File: src/hdl/wac_pkg.sv
// Shared types and constants for the weekly alarm checker.
// Holds the sequencer states, alarm field positions, lamp codes and the evaluation flags.
// No dependencies.
package wac_pkg;

    // Number of alarms and their packed register width
    localparam int NUM_ALARMS = 4;
    localparam int ALARM_W    = 27;

    // Bit positions inside one packed alarm register
    localparam int ALM_MIN_LSB  = 0;
    localparam int ALM_HOUR_LSB = 8;
    localparam int ALM_DAYS_LSB = 16;
    localparam int ALM_ENABLE   = 23;
    localparam int ALM_RING     = 24;
    localparam int ALM_SNOOZE   = 25;
    localparam int ALM_SUNRISE  = 26;

    // Minute arithmetic constants
    localparam logic signed [15:0] DAY_MINUTES = 16'sd1440;
    localparam logic signed [15:0] LEAD_30     = 16'sd30;
    localparam logic signed [15:0] LEAD_22     = 16'sd22;
    localparam logic signed [15:0] LEAD_15     = 16'sd15;
    localparam logic signed [15:0] LEAD_7      = 16'sd7;
    localparam logic signed [15:0] LEAD_0      = 16'sd0;
    localparam logic signed [15:0] LAG_4       = -16'sd4;
    localparam logic signed [15:0] LAG_8       = -16'sd8;
    localparam logic signed [15:0] LAG_12      = -16'sd12;
    localparam logic signed [15:0] LAG_15      = -16'sd15;

    // Lamp brightness commands
    localparam logic [2:0] LAMP_NONE = 3'd0;
    localparam logic [2:0] LAMP_20   = 3'd1;
    localparam logic [2:0] LAMP_40   = 3'd2;
    localparam logic [2:0] LAMP_60   = 3'd3;
    localparam logic [2:0] LAMP_80   = 3'd4;
    localparam logic [2:0] LAMP_100  = 3'd5;

    // Sequencer states
    typedef enum logic [1:0] {
        ST_IDLE,
        ST_EVAL,
        ST_SNOOZE,
        ST_FINISH
    } wac_state_t;

    // Flags produced by the shared evaluation unit for one alarm
    typedef struct packed {
        logic hit_0;
        logic hit_7;
        logic hit_15;
        logic hit_22;
        logic hit_30;
        logic pending;
        logic snz_ring;
        logic snz_end;
    } wac_eval_t;

    // Decode one BCD byte as high*10 + low, for any nibble values
    function automatic logic [7:0] bcd_value(input logic [7:0] b);
        return ({4'b0000, b[7:4]} * 8'd10) + {4'b0000, b[3:0]};
    endfunction

endpackage

File: src/hdl/wac_eval.sv
// Shared evaluation unit: minutes between one alarm and the current time, and its trigger flags.
// Used once per cycle by the sequencer in the top level.
// Depends on wac_pkg.
module wac_eval (
    input  logic [wac_pkg::ALARM_W-1:0] alarm,
    input  logic [11:0]                 now_min,
    input  logic [2:0]                  weekday,
    output wac_pkg::wac_eval_t          flags
);

    logic [7:0]         hr_val;
    logic [7:0]         mn_val;
    logic [13:0]        alarm_min;
    logic signed [15:0] diff;
    logic signed [15:0] wrapped;
    logic signed [15:0] dd;
    logic [6:0]         days;
    logic [6:0]         today_mask;
    logic [6:0]         next_mask;
    logic               today_hit;
    logic               next_hit;
    logic               due_ok;
    logic               snz_ok;

    // Decode alarm time to minutes of day
    always_comb begin
        hr_val    = wac_pkg::bcd_value(alarm[wac_pkg::ALM_HOUR_LSB +: 8]);
        mn_val    = wac_pkg::bcd_value(alarm[wac_pkg::ALM_MIN_LSB +: 8]);
        alarm_min = (14'(hr_val) * 14'd60) + 14'(mn_val);
    end

    // Day masks for today and tomorrow; weekday zero has no today bit
    always_comb begin
        days       = alarm[wac_pkg::ALM_DAYS_LSB +: 7];
        today_mask = (weekday == 3'd0) ? 7'd0 : (7'd1 << (weekday - 3'd1));
        next_mask  = (weekday == 3'd7) ? 7'd1 : (7'd1 << weekday);
        today_hit  = |(days & today_mask);
        next_hit   = |(days & next_mask);
    end

    // Signed distance to the alarm, wrapped into the next day when past
    always_comb begin
        diff    = $signed({2'b00, alarm_min}) - $signed({4'b0000, now_min});
        wrapped = diff + wac_pkg::DAY_MINUTES;
        dd      = diff[15] ? wrapped : diff;
        due_ok  = alarm[wac_pkg::ALM_ENABLE] && (diff[15] ? next_hit : today_hit);
        snz_ok  = alarm[wac_pkg::ALM_ENABLE] && alarm[wac_pkg::ALM_SNOOZE] && today_hit;
    end

    // Trigger flags
    always_comb begin
        flags.hit_0    = due_ok && (dd == wac_pkg::LEAD_0);
        flags.hit_7    = due_ok && (dd == wac_pkg::LEAD_7);
        flags.hit_15   = due_ok && (dd == wac_pkg::LEAD_15);
        flags.hit_22   = due_ok && (dd == wac_pkg::LEAD_22);
        flags.hit_30   = due_ok && (dd == wac_pkg::LEAD_30);
        flags.pending  = due_ok && (dd > wac_pkg::LEAD_0);
        flags.snz_ring = snz_ok && ((diff == wac_pkg::LAG_4) || (diff == wac_pkg::LAG_8) ||
                                    (diff == wac_pkg::LAG_12));
        flags.snz_end  = snz_ok && (diff == wac_pkg::LAG_15);
    end

endmodule

File: src/hdl/weekly_alarm_checker_unit.sv
// Weekly alarm checker: one item per minute tick, four alarms walked by one evaluation unit.
// An item with alarms_off is accepted and gives nothing; otherwise the first three results leave
// from the evaluation states and the last from the finish state, after the snooze pass if any.
// A new item is taken only in idle, after the last result is registered; the shared evaluation
// unit handles one alarm per cycle unless an early result waits on a full output. Reset clears all flags,
// the alarm registers and the sequencer. Depends on wac_pkg and wac_eval.
module weekly_alarm_checker_unit (
    input  logic        aclk,
    input  logic        aresetn,
    // Configuration write port
    input  logic        cfg_we,
    input  logic [1:0]  cfg_index,
    input  logic [26:0] cfg_data,
    // Tick input channel
    input  logic        s_valid,
    output logic        s_ready,
    input  logic [5:0]  s_hour_bcd,
    input  logic [6:0]  s_minute_bcd,
    input  logic [2:0]  s_weekday,
    input  logic        s_alarms_off,
    // Result channel
    output logic        m_valid,
    input  logic        m_ready,
    output logic [1:0]  m_alarm_index,
    output logic [2:0]  m_lamp_command,
    output logic        m_last_result,
    output logic        m_ringing,
    output logic        m_snooze_active,
    output logic        m_lamp_active,
    output logic        m_led_one,
    output logic        m_led_two
);

    wac_pkg::wac_state_t state_reg, state_next;
    logic [1:0]  idx_reg, idx_next;
    logic [11:0] now_reg, now_next;
    logic [2:0]  wd_reg, wd_next;
    logic [2:0]  lamp3_reg, lamp3_next;
    logic        pending_reg, pending_next;
    logic        ringing_reg, ringing_next;
    logic        snooze_reg, snooze_next;
    logic        lampf_reg, lampf_next;
    logic        dark_reg, dark_next;
    logic        led1_reg, led1_next;
    logic        led2_reg, led2_next;
    logic [wac_pkg::ALARM_W-1:0] alarm_reg [wac_pkg::NUM_ALARMS];

    // Output register
    logic        m_valid_reg, m_valid_next;
    logic [1:0]  m_idx_reg, m_idx_next;
    logic [2:0]  m_lamp_reg, m_lamp_next;
    logic        m_last_reg, m_last_next;
    logic        m_ring_reg, m_ring_next;
    logic        m_snz_reg, m_snz_next;
    logic        m_lampf_reg, m_lampf_next;
    logic        m_led1_reg, m_led1_next;
    logic        m_led2_reg, m_led2_next;

    wac_pkg::wac_eval_t ev;
    logic [wac_pkg::ALARM_W-1:0] cur_alarm;
    logic        slot_free;
    logic        sunrise;
    logic [2:0]  lamp_cmd;
    logic        step_ring;
    logic        step_snooze;
    logic        ring_now;
    logic        snooze_now;
    logic        pend_now;
    logic [11:0] tick_min;

    // Shared evaluation unit on the alarm selected by the sequencer
    assign cur_alarm = alarm_reg[idx_reg];

    wac_eval u_eval (
        .alarm   (cur_alarm),
        .now_min (now_reg),
        .weekday (wd_reg),
        .flags   (ev)
    );

    // Convert the incoming BCD time to minutes of day
    always_comb begin
        tick_min = (12'(wac_pkg::bcd_value({2'b00, s_hour_bcd})) * 12'd60) +
                   12'(wac_pkg::bcd_value({1'b0, s_minute_bcd}));
    end

    // Lamp command and flag effects of the current alarm
    always_comb begin
        sunrise     = cur_alarm[wac_pkg::ALM_SUNRISE];
        step_ring   = ev.hit_0 && (cur_alarm[wac_pkg::ALM_RING] || cur_alarm[wac_pkg::ALM_SNOOZE]);
        step_snooze = ev.hit_0 && cur_alarm[wac_pkg::ALM_SNOOZE];
        lamp_cmd    = wac_pkg::LAMP_NONE;
        priority if (ev.hit_0) begin
            if (sunrise && dark_reg) lamp_cmd = wac_pkg::LAMP_100;
        end else if (ev.hit_7) begin
            if (sunrise && dark_reg) lamp_cmd = wac_pkg::LAMP_80;
        end else if (ev.hit_15) begin
            if (sunrise && dark_reg) lamp_cmd = wac_pkg::LAMP_60;
        end else if (ev.hit_22) begin
            if (sunrise && dark_reg) lamp_cmd = wac_pkg::LAMP_40;
        end else if (ev.hit_30) begin
            if (sunrise) lamp_cmd = wac_pkg::LAMP_20;
        end else begin
            lamp_cmd = wac_pkg::LAMP_NONE;
        end
        ring_now   = ringing_reg || step_ring;
        snooze_now = snooze_reg || step_snooze;
        pend_now   = pending_reg || ev.pending;
    end

    assign slot_free = !m_valid_reg || m_ready;
    assign s_ready   = (state_reg == wac_pkg::ST_IDLE);

    // Sequencer: next state and register updates
    always_comb begin
        state_next   = state_reg;
        idx_next     = idx_reg;
        now_next     = now_reg;
        wd_next      = wd_reg;
        lamp3_next   = lamp3_reg;
        pending_next = pending_reg;
        ringing_next = ringing_reg;
        snooze_next  = snooze_reg;
        lampf_next   = lampf_reg;
        dark_next    = dark_reg;
        led1_next    = led1_reg;
        led2_next    = led2_reg;
        m_valid_next = m_valid_reg && !m_ready;
        m_idx_next   = m_idx_reg;
        m_lamp_next  = m_lamp_reg;
        m_last_next  = m_last_reg;
        m_ring_next  = m_ring_reg;
        m_snz_next   = m_snz_reg;
        m_lampf_next = m_lampf_reg;
        m_led1_next  = m_led1_reg;
        m_led2_next  = m_led2_reg;

        unique case (state_reg)
            wac_pkg::ST_IDLE: begin
                // Take a tick; drop it when alarms are off
                if (s_valid && !s_alarms_off) begin
                    now_next     = tick_min;
                    wd_next      = s_weekday;
                    ringing_next = 1'b0;
                    pending_next = 1'b0;
                    idx_next     = 2'd0;
                    state_next   = wac_pkg::ST_EVAL;
                end
            end
            wac_pkg::ST_EVAL: begin
                // Evaluate one alarm; hold until the output slot is free for early results
                if ((idx_reg == 2'd3) || slot_free) begin
                    ringing_next = ring_now;
                    snooze_next  = snooze_now;
                    pending_next = pend_now;
                    if (ev.hit_30 && sunrise) begin
                        dark_next  = 1'b1;
                        lampf_next = 1'b1;
                    end
                    idx_next = idx_reg + 2'd1;
                    if (idx_reg != 2'd3) begin
                        m_valid_next = 1'b1;
                        m_idx_next   = idx_reg;
                        m_lamp_next  = lamp_cmd;
                        m_last_next  = 1'b0;
                        m_ring_next  = 1'b0;
                        m_snz_next   = 1'b0;
                        m_lampf_next = 1'b0;
                        m_led1_next  = 1'b0;
                        m_led2_next  = 1'b0;
                    end else begin
                        lamp3_next = lamp_cmd;
                        // Resolve LEDs or start the snooze pass
                        priority if (ring_now) begin
                            led1_next  = 1'b0;
                            led2_next  = 1'b0;
                            state_next = wac_pkg::ST_FINISH;
                        end else if (snooze_now) begin
                            state_next = wac_pkg::ST_SNOOZE;
                        end else if (pend_now) begin
                            led1_next  = 1'b1;
                            led2_next  = 1'b0;
                            state_next = wac_pkg::ST_FINISH;
                        end else begin
                            led1_next  = 1'b0;
                            led2_next  = 1'b1;
                            state_next = wac_pkg::ST_FINISH;
                        end
                    end
                end
            end
            wac_pkg::ST_SNOOZE: begin
                // Check re-ring times after each snooze alarm
                if (ev.snz_ring || ev.snz_end) ringing_next = 1'b1;
                if (ev.snz_end) snooze_next = 1'b0;
                idx_next = idx_reg + 2'd1;
                if (idx_reg == 2'd3) state_next = wac_pkg::ST_FINISH;
            end
            wac_pkg::ST_FINISH: begin
                // Emit the last result with the status fields
                if (slot_free) begin
                    m_valid_next = 1'b1;
                    m_idx_next   = 2'd3;
                    m_lamp_next  = lamp3_reg;
                    m_last_next  = 1'b1;
                    m_ring_next  = ringing_reg;
                    m_snz_next   = snooze_reg;
                    m_lampf_next = lampf_reg;
                    m_led1_next  = led1_reg;
                    m_led2_next  = led2_reg;
                    state_next   = wac_pkg::ST_IDLE;
                end
            end
            default: state_next = wac_pkg::ST_IDLE;
        endcase
    end

    // Control and flag registers
    always_ff @(posedge aclk) begin
        if (!aresetn) begin
            state_reg   <= wac_pkg::ST_IDLE;
            idx_reg     <= 2'd0;
            pending_reg <= 1'b0;
            ringing_reg <= 1'b0;
            snooze_reg  <= 1'b0;
            lampf_reg   <= 1'b0;
            dark_reg    <= 1'b0;
            led1_reg    <= 1'b0;
            led2_reg    <= 1'b0;
            m_valid_reg <= 1'b0;
        end else begin
            state_reg   <= state_next;
            idx_reg     <= idx_next;
            pending_reg <= pending_next;
            ringing_reg <= ringing_next;
            snooze_reg  <= snooze_next;
            lampf_reg   <= lampf_next;
            dark_reg    <= dark_next;
            led1_reg    <= led1_next;
            led2_reg    <= led2_next;
            m_valid_reg <= m_valid_next;
        end
    end

    // Alarm configuration registers
    always_ff @(posedge aclk) begin
        if (!aresetn) begin
            for (int i = 0; i < wac_pkg::NUM_ALARMS; i++) begin
                alarm_reg[i] <= '0;
            end
        end else if (cfg_we) begin
            alarm_reg[cfg_index] <= cfg_data;
        end
    end

    // Payload registers
    always_ff @(posedge aclk) begin
        now_reg      <= now_next;
        wd_reg       <= wd_next;
        lamp3_reg    <= lamp3_next;
        m_idx_reg    <= m_idx_next;
        m_lamp_reg   <= m_lamp_next;
        m_last_reg   <= m_last_next;
        m_ring_reg   <= m_ring_next;
        m_snz_reg    <= m_snz_next;
        m_lampf_reg  <= m_lampf_next;
        m_led1_reg   <= m_led1_next;
        m_led2_reg   <= m_led2_next;
    end

    assign m_valid         = m_valid_reg;
    assign m_alarm_index   = m_idx_reg;
    assign m_lamp_command  = m_lamp_reg;
    assign m_last_result   = m_last_reg;
    assign m_ringing       = m_ring_reg;
    assign m_snooze_active = m_snz_reg;
    assign m_lamp_active   = m_lampf_reg;
    assign m_led_one       = m_led1_reg;
    assign m_led_two       = m_led2_reg;

    // The last item of a tick belongs to the fourth alarm
    a_last_index: assert property (@(posedge aclk) disable iff (!aresetn)
        (m_valid && m_last_result) |-> (m_alarm_index == 2'd3))
        else $error("last result not from alarm three");

    // Early items carry no status
    a_early_status: assert property (@(posedge aclk) disable iff (!aresetn)
        (m_valid && !m_last_result) |->
        !(m_ringing || m_snooze_active || m_lamp_active || m_led_one || m_led_two))
        else $error("status set on an early result");

    // The two LEDs are never lit together
    a_led_excl: assert property (@(posedge aclk) disable iff (!aresetn)
        (m_valid && m_last_result) |-> !(m_led_one && m_led_two))
        else $error("both LEDs lit");

    // A tick with alarms off leaves the block idle
    a_off_idle: assert property (@(posedge aclk) disable iff (!aresetn)
        (s_valid && s_ready && s_alarms_off) |=> s_ready)
        else $error("alarms-off tick started a walk");

endmodule

File: config.mk
export PLATFORM = sky130hd
export DESIGN_NAME = weekly_alarm_checker_unit
export DESIGN_NICKNAME = d
export VERILOG_FILES = /design/src/hdl/wac_pkg.sv /design/src/hdl/wac_eval.sv /design/src/hdl/weekly_alarm_checker_unit.sv
export SDC_FILE = /design/constraint.sdc
export NUM_CORES = 1
export LEC_CHECK = 0
export BUFFER_PORTS_ARGS = -buffer_cell sky130_fd_sc_hd__buf_2
export CAP_MARGIN = 25
export CORE_MARGIN = 2
export CORE_UTILIZATION = 35
export DETAILED_ROUTE_END_ITERATION = 10
export PLACE_DENSITY = 0.47
export SYNTH_ARGS = -nofsm -noshare
export SYNTH_HDL_FRONTEND = slang
export SYNTH_SLANG_ARGS = --single-unit
export TNS_END_PERCENT = 1
File: constraint.sdc
create_clock -name aclk -period 10 [get_ports aclk]
set_clock_uncertainty 0.05 [all_clocks]
set_input_delay 1 -clock aclk [delete_from_list [all_inputs] [get_ports aclk]]
set_output_delay 1 -clock aclk [all_outputs]
set_load 0.005 [all_outputs]
==> results.py <==
metrics = {
    "grt": {
        "overflow": 0,
        "gr-usage-all-layers_pct": 15.4,
        "grt_pass1_wl_mm": 37.0,
        "grt_max_degree": 44,
        "grt_pass1_vias": 6982,
        "grt_antenna_before_repair": 0,
    },
    "die": {
        "fp.dieArea_sq_um": 31000,
        "start_util_pct": 35.8,
        "chipHeight_um": 176,
        "die_x_um": 176,
        "core_area_sq_um": 28900,
        "fp-row-count": 62,
        "num_io_pins": 64,
    },
    "timing": {
        "rsz0062_at_grt": "false",
        "finalCritPeriodShare_pct": 82.7,
        "clock.fmax_mhz": 121,
        "finalSetupTns_ns": 0,
        "worst_slew_pin_slew_ns": 1.04,
        "finalMaxSlewViolations": 0,
        "finalSetupViolCount": 0,
        "hold_viol": 0,
        "relSlewSlack_pct": 30.4,
        "fin_crit_ns": 8.27,
    },
    "routing": {
        "vias": 6724,
        "drcViolationCount": 0,
        "viasPerCell": 4.92,
        "routedLengthMet1_mm": 11.0,
        "wl_met2_mm": 10.7,
        "drt_wl_total_mm": 22.5,
        "post_drt_wl_per_cell_um": 16.5,
        "highest_layer": "met4",
        "met3WireLength_um": 551,
        "drtIter0Drc": 269,
        "ant_nets": 0,
        "first_pass_iters": 4,
    },
    "hold_path": {
        "min_from": "led1_reg$_SDFFE_PN0P_",
        "hold_class": "register to register",
        "hold_depth": 2,
        "min_to": "led1_reg$_SDFFE_PN0P_",
    },
    "layout": {
        "post-route-util_pct": 40.6,
        "n_fill_cell": 2812,
        "diodes": 0,
        "nets": 1132,
        "largest_reg_flops": 108,
        "multiInputGateArea_sq_um": 5570,
        "register_area_sq_um": 4380,
        "drive_gt1_share_pct": 16.0,
        "area_growth_pct": 13.6,
    },
    "clocking": {
        "cts_root_buffer": "clkbuf_16",
        "cts_buffers": 17,
        "clock_sinks": 150,
        "clk_pin_slew_ns": 0.06,
        "clk_path_buf_depth": 2,
        "htreeDepth": 4,
        "cts_tree": "yes",
        "ctsResizeCount": 0,
        "postCtsHoldBufs": 0,
        "clock_latency_ns": 0.44,
        "postCtsSetupBuffers": 0,
    },
    "placed_design": {
        "gp_congestion": 0.764,
        "io_buffer_count": 63,
        "dp_hpwl_mm": 16.0,
    },
    "yosys": {
        "synthesis.area_sq_um": 10300,
        "syn_area_per_cell_sq_um": 11.4,
        "synthCells": 906,
        "ys_ff_latch": 150,
        "yosysWarnings": 0,
        "seq_area_frac_synth_pct": 42.3,
        "synth_edf_count": 137,
        "async_reset_ff_share_pct": 0,
        "synth_top_area_cell": "edfxtp_1",
        "synth.top_cell.area_share_pct": 39.8,
        "syn-num-nets": 1068,
        "yosys.cell_types.count": 73,
        "synth_top_flop_cell": "edfxtp_1",
        "yosys-top-cells-area": "edfxtp_1, ha_1, mux4_2, and2_1, fa_1",
    },
    "worst_setup_path": {
        "worst-path-buf-inv": 1,
        "worst_setup_path_start_kind": "register",
        "rr_endpoint": "m_lamp_command[1]$_DFFE_PP_",
        "worstSetupEndpointType": "register",
        "slowest_stage": "dfxtp_2",
        "worstPathMaxFanout": 16,
        "worstPathArrival_ns": 8.52,
        "worstSetupPathType": "register to register",
        "max_stage_delay_ns": 0.72,
        "reg2reg_depth": 27,
        "path_delay_family": "compound AO/OA/AOI/OAI gates",
        "r2r_slack_ns": 1.73,
        "crit_required_ns": 10.25,
    },
    "status": {
        "status": "finished clean",
    },
    "run": {
        "cap_violations": 0,
    },
}
[worst reg2reg max path: stages (launching register included)]
cell and delay, ns:
dfxtp_2 0.72, mux4_2 0.68, ha_1 0.39, and2_1 0.17, fa_1 0.48, xnor2_1 0.58, xnor2_1 0.23, xnor2_1 0.19
fa_1 0.51, inv_1 0.04, ha_1 0.35, a21o_1 0.20, o21bai_2 0.22, xor2_1 0.29, nand3b_1 0.20, xor2_1 0.19
ha_1 0.29, or2_2 0.29, a21oi_1 0.23, a21o_1 0.27, nor2_1 0.06, a221oi_1 0.27, o2111a_1 0.23, o22ai_1 0.11
a211oi_4 0.37, nand2_4 0.13, a2111oi_4 0.23, mux2_1 0.18
[cell usage after synthesis, drive strengths merged, types with 3 or more instances]
| library cell | count |
|---|---|
| edfxtp | 137 |
| and2 | 91 |
| inv | 85 |
| ha | 84 |
| a21oi | 47 |
| xnor2 | 43 |
| nand2 | 40 |
| nor2 | 34 |
| and3 | 33 |
| mux4 | 30 |
| fa | 27 |
| o21ai | 27 |
| clkbuf | 22 |
| nand3 | 18 |
| xor2 | 16 |
| a21o | 15 |
| dfxtp | 13 |
| nor3 | 12 |
| nand2b | 10 |
| nor2b | 8 |
| o21a | 8 |
| a211oi | 7 |
| nor3b | 7 |
| o211ai | 7 |
| buf | 6 |
| o21bai | 6 |
| mux2i | 5 |
| nand4 | 5 |
| or2 | 5 |
| or3 | 5 |
| a21boi | 4 |
| a221oi | 4 |
| a31oi | 4 |
| maj3 | 3 |
| mux2 | 3 |
| nand3b | 3 |
[how the worst max path moves through the flow]
stage	start	endpoint	slack (ns)	cells past startpoint
CTS	register	m_lamp_command[1]$_DFFE_PP_	1.62	27
floorplan	register	m_lamp_command[1]$_DFFE_PP_	1.39	32
finish	register	m_lamp_command[1]$_DFFE_PP_	1.73	27
global placement	register	m_lamp_command[1]$_DFFE_PP_	1.77	27
detailed placement	register	m_lamp_command[1]$_DFFE_PP_	1.65	27
global route	register	dark_reg$_SDFFE_PN0P_	1.0	28
[cell type report]
type | count | share of cell area [%]
Clock buffer | 17 | 3.62
Clock inverter | 15 | 1.64
Inverter | 85 | 2.72
Multi-Input combinational cell | 643 | 47.4
Sequential cell | 150 | 37.2
Tap cell | 384 | 4.09
Timing Repair Buffer | 73 | 3.32
[cells by family (layout without fill, tap and decap cells)]
family | Yosys count | after routing | share of synthesized area (%)
simple gates | 283 | 283 | 15.5
buf+inv | 113 | 190 | 4.20
xor+xnor | 59 | 59 | 5.21
mux | 38 | 38 | 7.41
flops | 150 | 150 | 42.3
fa+ha+maj | 114 | 114 | 15.7
compound gates | 149 | 149 | 9.71
[routing by layer]
layer	GRT usage, %	vias to the layer above
li1	-	3391
met1	20.9	3225
met2	25.7	92
met3	2.52	16
met4	4.03	0
met5	0	-
[metrics by stage]
stage,area [sq um],hold WS [ns],std cells,setup WS (ns)
after CTS,11800,0.437,1367,1.62
after global placement,11100,0.418,1335,1.77
after detailed placement,11100,0.429,1335,1.65
after floorplan,10300,0.398,906,1.39
after global routing,11800,0.455,1367,0.996
final,11800,0.435,1367,1.73
[placed cells by master, fill, tap and decap left out, types with 10 or more instances in the layout]
| master | synthesis | layout |
|---|---|---|
| edfxtp_1 | 137 | 137 |
| and2_1 | 91 | 91 |
| inv_1 | 85 | 85 |
| ha_1 | 84 | 84 |
| buf_2 | 2 | 63 |
| a21oi_1 | 47 | 47 |
| xnor2_1 | 41 | 41 |
| nand2_1 | 39 | 38 |
| nor2_1 | 34 | 34 |
| and3_1 | 33 | 33 |
| mux4_2 | 28 | 28 |
| fa_1 | 27 | 27 |
| o21ai_0 | 26 | 25 |
| nand3_1 | 17 | 17 |
| clkbuf_16 | 0 | 17 |
| a21o_1 | 15 | 15 |
| xor2_1 | 15 | 15 |
| dfxtp_1 | 13 | 12 |
| nand2b_1 | 10 | 10 |
| buf_4 | 0 | 10 |
Power is not shown: default switching activity piles up to over one toggle a cycle in this logic, so the estimate is an artifact.
